**src/hw/rtl/assert_macros.svh**
```systemverilog
// Assertion helpers for the RTL files, included by pjtp_back.
`ifndef ASSERT_MACROS_SVH
`define ASSERT_MACROS_SVH

// Checked on every rising clock edge, and switched off while reset is held.
`define PJTP_ASSERT(lbl, clk, rst_n, prop) \
  lbl: assert property (@(posedge clk) disable iff (!rst_n) prop) \
    else $error("pjtp assertion failed");

// Checked on every rising clock edge, also while reset is held.
`define PJTP_ASSERT_ALWAYS(lbl, clk, prop) \
  lbl: assert property (@(posedge clk) prop) else $error("pjtp assertion failed");

`endif

```
**src/hw/rtl/pjtp_pkg.sv**
```systemverilog
`timescale 1ns / 1ps
// ----------------------------------------------------------------------------
// pjtp_pkg
// Types, codes and the exp(-2^k) table of the jump transition probability block.
// ----------------------------------------------------------------------------
package pjtp_pkg;

  localparam logic CMD_LOAD    = 1'b0;
  localparam logic CMD_OBSERVE = 1'b1;

  localparam logic REG_DELTA  = 1'b0;
  localparam logic REG_STATES = 1'b1;

  localparam logic [19:0] XMAX = 20'hFFFFF;
  localparam int          MAX_RESULTS = 8;

  typedef enum logic [1:0] {
    JS_ZERO,
    JS_POS,
    JS_NEG
  } jsign_e;

  // One queued word. For a load, a/b/c are base, slope and threshold;
  // for an observation, a is the observed level.
  typedef struct packed {
    logic        cmd;
    logic [2:0]  idx;
    logic [31:0] a;
    logic [31:0] b;
    logic [31:0] c;
    jsign_e      jsign;
    logic [3:0]  cnt;
  } item_t;

  // exp(-2^(b-16)) in Q0.32.
  function automatic logic [31:0] exp_coef(input logic [4:0] b);
    logic [31:0] c;
    case (b)
      5'd0:    c = 32'd4294901760;
      5'd1:    c = 32'd4294836226;
      5'd2:    c = 32'd4294705160;
      5'd3:    c = 32'd4294443040;
      5'd4:    c = 32'd4293918848;
      5'd5:    c = 32'd4292870656;
      5'd6:    c = 32'd4290775039;
      5'd7:    c = 32'd4286586875;
      5'd8:    c = 32'd4278222805;
      5'd9:    c = 32'd4261543595;
      5'd10:   c = 32'd4228380000;
      5'd11:   c = 32'd4162825044;
      5'd12:   c = 32'd4034748383;
      5'd13:   c = 32'd3790295335;
      5'd14:   c = 32'd3344923893;
      5'd15:   c = 32'd2605029347;
      5'd16:   c = 32'd1580030169;
      5'd17:   c = 32'd581260616;
      5'd18:   c = 32'd78665070;
      5'd19:   c = 32'd1440801;
      default: c = 32'd0;
    endcase
    return c;
  endfunction

endpackage

```
**src/hw/rtl/pjtp_queue.sv**
```systemverilog
`timescale 1ns / 1ps
// ----------------------------------------------------------------------------
// pjtp_queue
// Two-entry queue between the front and the back of the block.
// ----------------------------------------------------------------------------
module pjtp_queue
  import pjtp_pkg::*;
(
  input  logic  clk_i,
  input  logic  rst_ni,
  input  logic  push_i,
  input  item_t din_i,
  output logic  full_o,
  input  logic  pop_i,
  output logic  empty_o,
  output item_t dout_o
);

  item_t      ent_q [2];
  logic       wp_q, wp_d, rp_q, rp_d;
  logic [1:0] cnt_q, cnt_d;

  always_comb begin
    wp_d  = push_i ? ~wp_q : wp_q;
    rp_d  = pop_i ? ~rp_q : rp_q;
    cnt_d = cnt_q + 2'(push_i) - 2'(pop_i);
  end

  always_ff @(posedge clk_i or negedge rst_ni) begin
    if (!rst_ni) begin
      wp_q  <= 1'b0;
      rp_q  <= 1'b0;
      cnt_q <= 2'd0;
    end else begin
      wp_q  <= wp_d;
      rp_q  <= rp_d;
      cnt_q <= cnt_d;
    end
  end

  always_ff @(posedge clk_i) begin
    if (push_i) begin
      ent_q[wp_q] <= din_i;
    end
  end

  assign full_o  = cnt_q[1];
  assign empty_o = (cnt_q == 2'd0);
  assign dout_o  = ent_q[rp_q];

endmodule

```
**config.mk**
```make
export PLATFORM = sky130hd
export DESIGN_NAME = pjtp_queue
export DESIGN_NICKNAME = d
export VERILOG_FILES = /design/src/hw/rtl/assert_macros.svh /design/src/hw/rtl/pjtp_pkg.sv /design/src/hw/rtl/pjtp_queue.sv
export SDC_FILE = /design/constraint.sdc
export NUM_CORES = 1
export LEC_CHECK = 0
export BUFFER_PORTS_ARGS = -buffer_cell sky130_fd_sc_hd__buf_4
export CAP_MARGIN = 40
export CORE_MARGIN = 10
export CORE_UTILIZATION = 52
export CTS_CLUSTER_SIZE = 10
export DETAILED_ROUTE_END_ITERATION = 16
export HOLD_SLACK_MARGIN = 0.06
export PLACE_DENSITY = 0.79
export SLEW_MARGIN = 20
export SYNTH_ARGS = -nofsm -noshare
export SYNTH_HDL_FRONTEND = slang
export SYNTH_SLANG_ARGS = --single-unit
export TNS_END_PERCENT = 30
```
**constraint.sdc**
```tcl
create_clock -name clk_i -period 6.15 [get_ports clk_i]
set_input_delay 0.615 -clock clk_i [delete_from_list [all_inputs] [get_ports clk_i]]
set_output_delay 0.615 -clock clk_i [all_outputs]
set_load 0.01 [all_outputs]
```
==> qor.txt <==
Diode count - 0
Worst Skew - 0.0101 ns
P&R area growth vs syn - 31.5%
Post-DR vias/cell - 5.13
Final Power - 4.79 mW
Detailed Place HPWL - 11200 um
Top Ports - 218
Post-CTS Setup Bufs - 0
Via count - 3968
Worst R2R Path Depth - 3
Startpoint Class - flop
Worst-Margin Slew - 0.803 ns
WL final - 16300 um
Die width - 144 um
Global route hottest layer - met2
Synth Net Count - 456
CTS tree - done
Slew HR - 46.5%
Finished Core Util - 69.3%
Worst endpoint required time - 5.53 ns
Setup TNS - 0 ns
WL/cell - 21.0 um
Root buffer cell - clkbuf_16
Status - finished clean
Most common cell after layout, fill and taps aside - buf_4
Hold crit path type - input port to flop
Critical Path AT - 2.64 ns
Die area - 20600 um2
CORE AREA - 15100 um2
M3 GR Usage - 6.77%
R2r setup slk - 3.91 ns
Post-layout minimum cycle time - 3.26 ns
GR Util met1 - 18.0%
Post-synthesis instance total - 344
Final Hold Viols - 0
Design area - 10500 um2
Max_cap viols - 0
Post-Syn Area - 7950 um2
Clock Latency Late Sink - 0.49 ns
CTS sink cnt - 216
Area after DPL - 9800 um2
Average size of a mapped cell - 23.1 um2
Rows - 45
Most frequent cells in the layout - buf_4, edfxtp_1, mux2_2
Fin. max-slew vios - 0
Worst hold start - pop_i
R2r endpoint - ent_q[0][72]
Clk slew on worst S/H paths - 0.05 ns
Net count reported at finish - 694
Clock Tree Buf Depth - 3
Port buffer count - 217
Total iterations of the first detailed-routing run - 4
Gr ovfl total - 0
Period utilization - 53.0%
Total global-route track usage - 15.3%
Worst r2r src - wp_q
RSZ-0062 raised after global routing - no
Drc violations - 0
Pwr/cell area - 458 nW/um2
Die Y - 144 um
Initial Util - 52.7%
Worst-case vdd ir drop - 0.256 mV
Seq/Total Area, Yosys - 81.3%
Crit-path max FO - 51
Initial antenna violation count - 0
Vias in the first global route - 4380
Peak Freq - 307 MHz
Hold depth - 2
Antenna-violating nets left - 0
Iter 0 DRT Violations - 181
Crit path kind - flop to output pin
Met2 usage - 25.1%
# setup viols final - 0
Share of cells above drive strength 1 - 61.0%
H-tree depth - 1
Cell variety after synth - 13
Setup slack after layout - 2.89 ns
LEAKAGE - 4.04 nW
Hold Path End - rp_q
GP Congestion - 0.755
Pin count of the biggest net entering global routing - 60
Synthesis Warnings - 0
First-pass GRT wire length - 24400 um
Pre-CTS WS - 3.39 ns
Seq cells post-synth - 216
CTS buffer count - 25
Setup crit end kind - output pin
state kept, by name, summed over array words and instances, names as in the netlist:
name / cells
cnt_q: 2
ent_q: 212
rp_q: 1
wp_q: 1
worst max-delay path, stage by stage, from the launching register on:
cell and delay (ns):
dfrtp_4 0.63, buf_16 0.29, buf_4 0.61, mux2_2 0.42, buf_4 0.15
metrics by stage:
| stage | std cells | hold slack, ns |
|---|---|---|
| 3_5_place_dp | 742 | 0.419 |
| 4_1_cts | 773 | 0.281 |
| 6_report | 773 | 0.302 |
| 5_1_grt | 773 | 0.280 |
| 2_1_floorplan | 344 | 0.319 |
| 3_3_place_gp | 741 | 0.418 |
cell families (layout without fill, tap and decap cells):
family / after synthesis / after routing / share of synthesized area (%)
DFF: 216 / 216 / 81.3
xor gates and xnor gates: 3 / 3 / 0.519
muxes: 106 / 106 / 16.4
adders and majority gates: 2 / 2 / 0.315
and+or+nand+nor: 3 / 3 / 0.205
buffers and inverters: 14 / 255 / 1.24
cells in the mapped netlist:
cell type,instances,area share (%)
and2_1,1,0.079
buf_2,7,0.44
buf_6,5,0.71
dfrtp_1,4,1.3
edfxtp_1,212,80
ha_1,2,0.31
inv_1,2,0.094
mux2_2,76,11
mux2_4,30,5.7
nor2_1,1,0.047
nor2b_1,1,0.079
xor2_1,2,0.22
xor3_1,1,0.30
routing by layer:
layer / routed length (um) / share of wire [%] / vias up
met5: 0 / 0 / -
met4: 299 / 1.8 / 0
met3: 1670 / 10 / 25
met2: 8070 / 50 / 165
met1: 6230 / 38 / 1950
li1: - / - / 1828
power by group:
group	switching [mW]	total (mW)	internal, mW
clock	0.488	1.21	0.721
sequential	0.0980	2.06	1.96
combinational	0.710	1.52	0.810
total	1.30	4.79	3.49
how the worst max path moves through the flow:
stage          slack [ns]           to   start
6_report             2.89   dout_o[20]    rp_q
5_1_grt              2.74   dout_o[46]    rp_q
4_1_cts              2.84   dout_o[35]    rp_q
3_5_place_dp         3.39   dout_o[20]    rp_q
3_3_place_gp         3.20   dout_o[11]    rp_q
2_1_floorplan        0.34  ent_q[0][0]  push_i
cell type report:
cell class,instances,area [um2]
Clock buffer,29,641
Clock inverter,1,8.76
Fill cell,994,4630
Inverter,2,7.51
Multi-Input combinational cell,114,1400
Sequential cell,216,6470
Tap cell,188,235
Timing Repair Buffer,223,1700
what timing repair did:
action,4_1_cts,5_1_grt
hold endpoints to repair,4,0
gates resized for setup,0,0
hold buffers,1,0
(Power assumes the default switching activity.)
