==> src/hw/rtl/assert_macros.svh <==
// Assertion helpers for the RTL files, included by pjtp_back.
`ifndef ASSERT_MACROS_SVH
`define ASSERT_MACROS_SVH

// Checked on every rising clock edge, and switched off while reset is held.
`define PJTP_ASSERT(lbl, clk, rst_n, prop) \
  lbl: assert property (@(posedge clk) disable iff (!rst_n) prop) \
    else $error("pjtp assertion failed");

// Checked on every rising clock edge, also while reset is held.
`define PJTP_ASSERT_ALWAYS(lbl, clk, prop) \
  lbl: assert property (@(posedge clk) prop) else $error("pjtp assertion failed");

`endif

==> src/hw/rtl/pjtp_pkg.sv <==
`timescale 1ns / 1ps
// ----------------------------------------------------------------------------
// pjtp_pkg
// Types, codes and the exp(-2^k) table of the jump transition probability block.
// ----------------------------------------------------------------------------
package pjtp_pkg;

  localparam logic CMD_LOAD    = 1'b0;
  localparam logic CMD_OBSERVE = 1'b1;

  localparam logic REG_DELTA  = 1'b0;
  localparam logic REG_STATES = 1'b1;

  localparam logic [19:0] XMAX = 20'hFFFFF;
  localparam int          MAX_RESULTS = 8;

  typedef enum logic [1:0] {
    JS_ZERO,
    JS_POS,
    JS_NEG
  } jsign_e;

  // One queued word. For a load, a/b/c are base, slope and threshold;
  // for an observation, a is the observed level.
  typedef struct packed {
    logic        cmd;
    logic [2:0]  idx;
    logic [31:0] a;
    logic [31:0] b;
    logic [31:0] c;
    jsign_e      jsign;
    logic [3:0]  cnt;
  } item_t;

  // exp(-2^(b-16)) in Q0.32.
  function automatic logic [31:0] exp_coef(input logic [4:0] b);
    logic [31:0] c;
    case (b)
      5'd0:    c = 32'd4294901760;
      5'd1:    c = 32'd4294836226;
      5'd2:    c = 32'd4294705160;
      5'd3:    c = 32'd4294443040;
      5'd4:    c = 32'd4293918848;
      5'd5:    c = 32'd4292870656;
      5'd6:    c = 32'd4290775039;
      5'd7:    c = 32'd4286586875;
      5'd8:    c = 32'd4278222805;
      5'd9:    c = 32'd4261543595;
      5'd10:   c = 32'd4228380000;
      5'd11:   c = 32'd4162825044;
      5'd12:   c = 32'd4034748383;
      5'd13:   c = 32'd3790295335;
      5'd14:   c = 32'd3344923893;
      5'd15:   c = 32'd2605029347;
      5'd16:   c = 32'd1580030169;
      5'd17:   c = 32'd581260616;
      5'd18:   c = 32'd78665070;
      5'd19:   c = 32'd1440801;
      default: c = 32'd0;
    endcase
    return c;
  endfunction

endpackage

==> src/hw/rtl/pjtp_front.sv <==
`timescale 1ns / 1ps
// ----------------------------------------------------------------------------
// pjtp_front
// Classifies an incoming word: jump sign, clamped state count, queue format.
// ----------------------------------------------------------------------------
module pjtp_front
  import pjtp_pkg::*;
#(
  parameter int DEPTH = 8
) (
  input  logic        cmd_i,
  input  logic [2:0]  idx_i,
  input  logic [31:0] base_i,
  input  logic [31:0] slope_i,
  input  logic [31:0] thr_i,
  input  logic [31:0] level_i,
  input  logic [31:0] jump_i,
  input  logic [3:0]  states_in_use_i,
  output item_t       item_o
);

  localparam logic [3:0] CAP = 4'(DEPTH);

  logic [3:0] cnt;
  jsign_e     js;

  always_comb begin
    if (states_in_use_i == 4'd0) begin
      cnt = 4'd1;
    end else if (states_in_use_i > CAP) begin
      cnt = CAP;
    end else begin
      cnt = states_in_use_i;
    end
    if (jump_i[31]) begin
      js = JS_NEG;
    end else if (jump_i != 32'd0) begin
      js = JS_POS;
    end else begin
      js = JS_ZERO;
    end
  end

  always_comb begin
    item_o.cmd   = cmd_i;
    item_o.idx   = idx_i;
    item_o.a     = (cmd_i == CMD_LOAD) ? base_i : level_i;
    item_o.b     = slope_i;
    item_o.c     = thr_i;
    item_o.jsign = js;
    item_o.cnt   = cnt;
  end

endmodule

==> config.mk <==
export PLATFORM = sky130hd
export DESIGN_NAME = pjtp_front
export DESIGN_NICKNAME = d
export VERILOG_FILES = /design/src/hw/rtl/assert_macros.svh /design/src/hw/rtl/pjtp_pkg.sv /design/src/hw/rtl/pjtp_front.sv
export SDC_FILE = /design/constraint.sdc
export NUM_CORES = 1
export LEC_CHECK = 0
export ABC_AREA = 1
export BUFFER_PORTS_ARGS = -buffer_cell sky130_fd_sc_hd__buf_4
export CAP_MARGIN = 20
export CORE_AREA = 5 5 102 104
export DETAILED_ROUTE_END_ITERATION = 16
export DIE_AREA = 0 0 107 109
export GPL_ROUTABILITY_DRIVEN = 1
export PLACE_DENSITY_LB_ADDON = 0.3
export SLEW_MARGIN = 20
export SYNTH_ARGS = -nofsm -noshare
export SYNTH_HDL_FRONTEND = slang
export SYNTH_SLANG_ARGS = --single-unit
export TNS_END_PERCENT = 50
==> constraint.sdc <==
create_clock -name vclk -period 0.93
set_input_delay 0.1395 -clock vclk [all_inputs]
set_output_delay 0.1395 -clock vclk [all_outputs]
set_load 0.02 [all_outputs]
==> run_results.csv <==
group,metric,value,unit
logic_synthesis,yosys.area_share.simple,0.1086,
power,ir_drop,0.0002318,V
floorplanning,rows,36,
routing,vias_per_cell,3.511,
layout,fin_nets,385,
critical_path,crit_type,"input port to output pin",
floorplanning,coreArea,9459,um^2
min_path,min-delay-start,"idx_i[1]",
timing,final-hold-violation-count,0,
power,seqPwrFrac,0,
layout,finalNonFillerCells,329,
floorplanning,die_y,109,um
logic_synthesis,synthXorXnorAreaFrac,0,
routing,drt_iter0_drc,18,
power,p_switching,408.4,uW
logic_synthesis,postSynthAreaPerCell,8.402,um^2
logic_synthesis,syn_nets,312,
layout,drive_above_1_share,0.8791,
power,power_frac_comb,1.000,
timing,maxSlewViolCount,0,
critical_path,cp-start-kind,"input port",
timing,fmax,1012,MHz
routing,firstDrtPassIters,3,
layout,area_growth,75.39,%
power,p_sw_frac,0.3620,
grt,grt_first_pass_wirelength,6513,um
power,powerDensity,531.6,nW/um^2
routing,ant_nets,0,
grt,grt_antenna_before_repair,0,
run_status,violations,"negative setup slack",
min_path,hp-class,"input port to output pin",
power,p_int,719.7,uW
logic_synthesis,synth_top_family_by_area,"buffers and inverters",
timing,slew_headroom,0.9207,
floorplanning,die-area,11660,um^2
layout,num-clock-buffers,0,
logic_synthesis,synth.distinct_cells,10,
routing,drt-wirelength-per-cell,14.49,um
placed_design,placement.io_buffers,140,
logic_synthesis,syn-cell-area,1210,um^2
timing,setup_slack,-0.05782,ns
timing,setup_tns,-1.515,ns
timing,setup_violations,31,
layout,fillers,1048,
grt,grt_max_degree,9,
routing,num_vias,1155,
floorplanning,fp.dieW,107,um
timing,finalCritPeriodShare,1.062,
job,max_cap_violations,0,
placed_design,dp_hpwl,4185,um
grt,grt_remaining_overflow,0,
timing,worst_slew_pin_slew,0.1188,ns
critical_path,cp.arrival,0.85,ns
logic_synthesis,yosysWarnings,0,
min_path,holdPathEnd,"item_o[103]",
layout,regArea,0,um^2
placed_design,placed_cells,327,
power,p_total,1128,uW
logic_synthesis,ys_seq_area_frac,0,
layout,diodes,0,
floorplanning,io_pins,274,
routing,totalWireLength,4766,um
floorplanning,initial_utilization,0.1279,
grt,track_usage,0.06935,
timing,min_period,0.9878,ns
min_path,hold-path-cell-count,0,
run_status,status,"finished with violations",
timing,rsz0062_at_grt,"yes",
routing,drc,0,
layout,seq_cells,0,
placed_design,place_congestion,0.6824,
critical_path,cp-end-kind,"output pin",
power,clock_power_share,0,
logic_synthesis,postSynthCellCount,144,
logic_synthesis,synthMuxAreaShare,0.3909,
logic_synthesis,synth_compound_area_frac,0.004137,
critical_path,cp.required,0.79,ns
logic_synthesis,synthAdderAreaFrac,0,
grt,grt_pass1_vias,1242,
power,p_leak,0.001093,uW
critical_path,worst-path-max-fanout,8,
per-layer routing:
metal / track usage / vias to the layer above / part of all wire
met2: 0.1254 / 138 / 0.49
li1: - / 533 / -
met1: 0.06183 / 468 / 0.28
met3: 0.05033 / 16 / 0.20
met5: 0 / - / 0
met4: 0.01826 / 0 / 0.025
logic make-up after synthesis:
logic type / Yosys count
AO/OA/AOI/OAI: 1
AND/OR/NAND/NOR: 35
multiplexers: 32
buffers and inverters: 76
Yosys cell counts:
cell type / count / area (um^2)
buf_4: 69 / 518.0
buf_12: 3 / 60.06
mux2_2: 2 / 22.52
clkbuf_1: 1 / 3.750
buf_6: 1 / 11.26
mux2_4: 30 / 450.4
nand2_1: 10 / 37.54
a21oi_1: 1 / 5.000
inv_1: 2 / 7.510
nor2_1: 25 / 93.84
worst max-delay path: stages:
cell and delay, ns:
buf_12 0.13, buf_12 0.14, mux2_4 0.30, buf_6 0.13
power by group through the flow:
stage | sequential [uW] | combinational (uW) | clock, uW
after global placement | 0 | 980 | 0
after global routing | 0 | 1200 | 0
after detailed placement | 0 | 983 | 0
final | 0 | 1130 | 0
after CTS | 0 | 1130 | 0
after floorplan | 0 | 877 | 0
metrics by stage:
| step | hold slack (ns) | setup WS [ns] | util | instance area [um^2] |
|---|---|---|---|---|
| after floorplan | 0.3588 | 0.06116 | - | 1210 |
| after global routing | 0.2790 | -0.1275 | 0.2243 | 2122 |
| after CTS | 0.2791 | -0.08681 | 0.2206 | 2087 |
| final | 0.2790 | -0.05782 | 0.2243 | 2122 |
| after global placement | 0.2791 | -0.1687 | 0.1964 | 1858 |
| after detailed placement | 0.2791 | -0.1607 | 0.1964 | 1858 |
worst max-delay path by stage:
stage | to | startpoint | slack, ns | depth (start not counted)
floorplan | item_o[100] | cmd_i | 0.06 | 3
global placement | item_o[4] | jump_i[31] | -0.17 | 8
detailed placement | item_o[4] | jump_i[31] | -0.16 | 8
CTS | item_o[4] | jump_i[24] | -0.09 | 8
global route | item_o[4] | jump_i[29] | -0.13 | 8
finish | item_o[75] | cmd_i | -0.06 | 4
timing repair:
action                                 4_1_cts  5_1_grt
buffers inserted                             0        0
pin swaps                                   15        4
setup endpoints to repair                   31       31
endpoints found under the hold margin        0        0
gates cloned                                 2        0
hold buffers                                 0        0
resized for setup                           49       11
cell usage in the layout (no fill, tap or decap):
| cell type | Yosys | layout |
|---|---|---|
| buf_4 | 69 | 101 |
| a21oi_1 | 1 | 1 |
| mux2_2 | 2 | 2 |
| mux2_4 | 30 | 30 |
| nor2_2 | 0 | 7 |
| buf_6 | 1 | 39 |
| nor2_1 | 25 | 14 |
| nand2_1 | 10 | 9 |
| buf_12 | 3 | 3 |
| nor2_4 | 0 | 4 |
| nand2_2 | 0 | 1 |
| inv_1 | 2 | 2 |
| buf_16 | 0 | 2 |
final cells by class:
class	count	area, um^2	area share
multi-input cells	68	659.4	0.3107
repair buffers	145	1313	0.6185
well taps	114	142.6	0.06722
inverters	2	7.507	0.003538
Note: power is estimated with default switching activity, not from simulation.
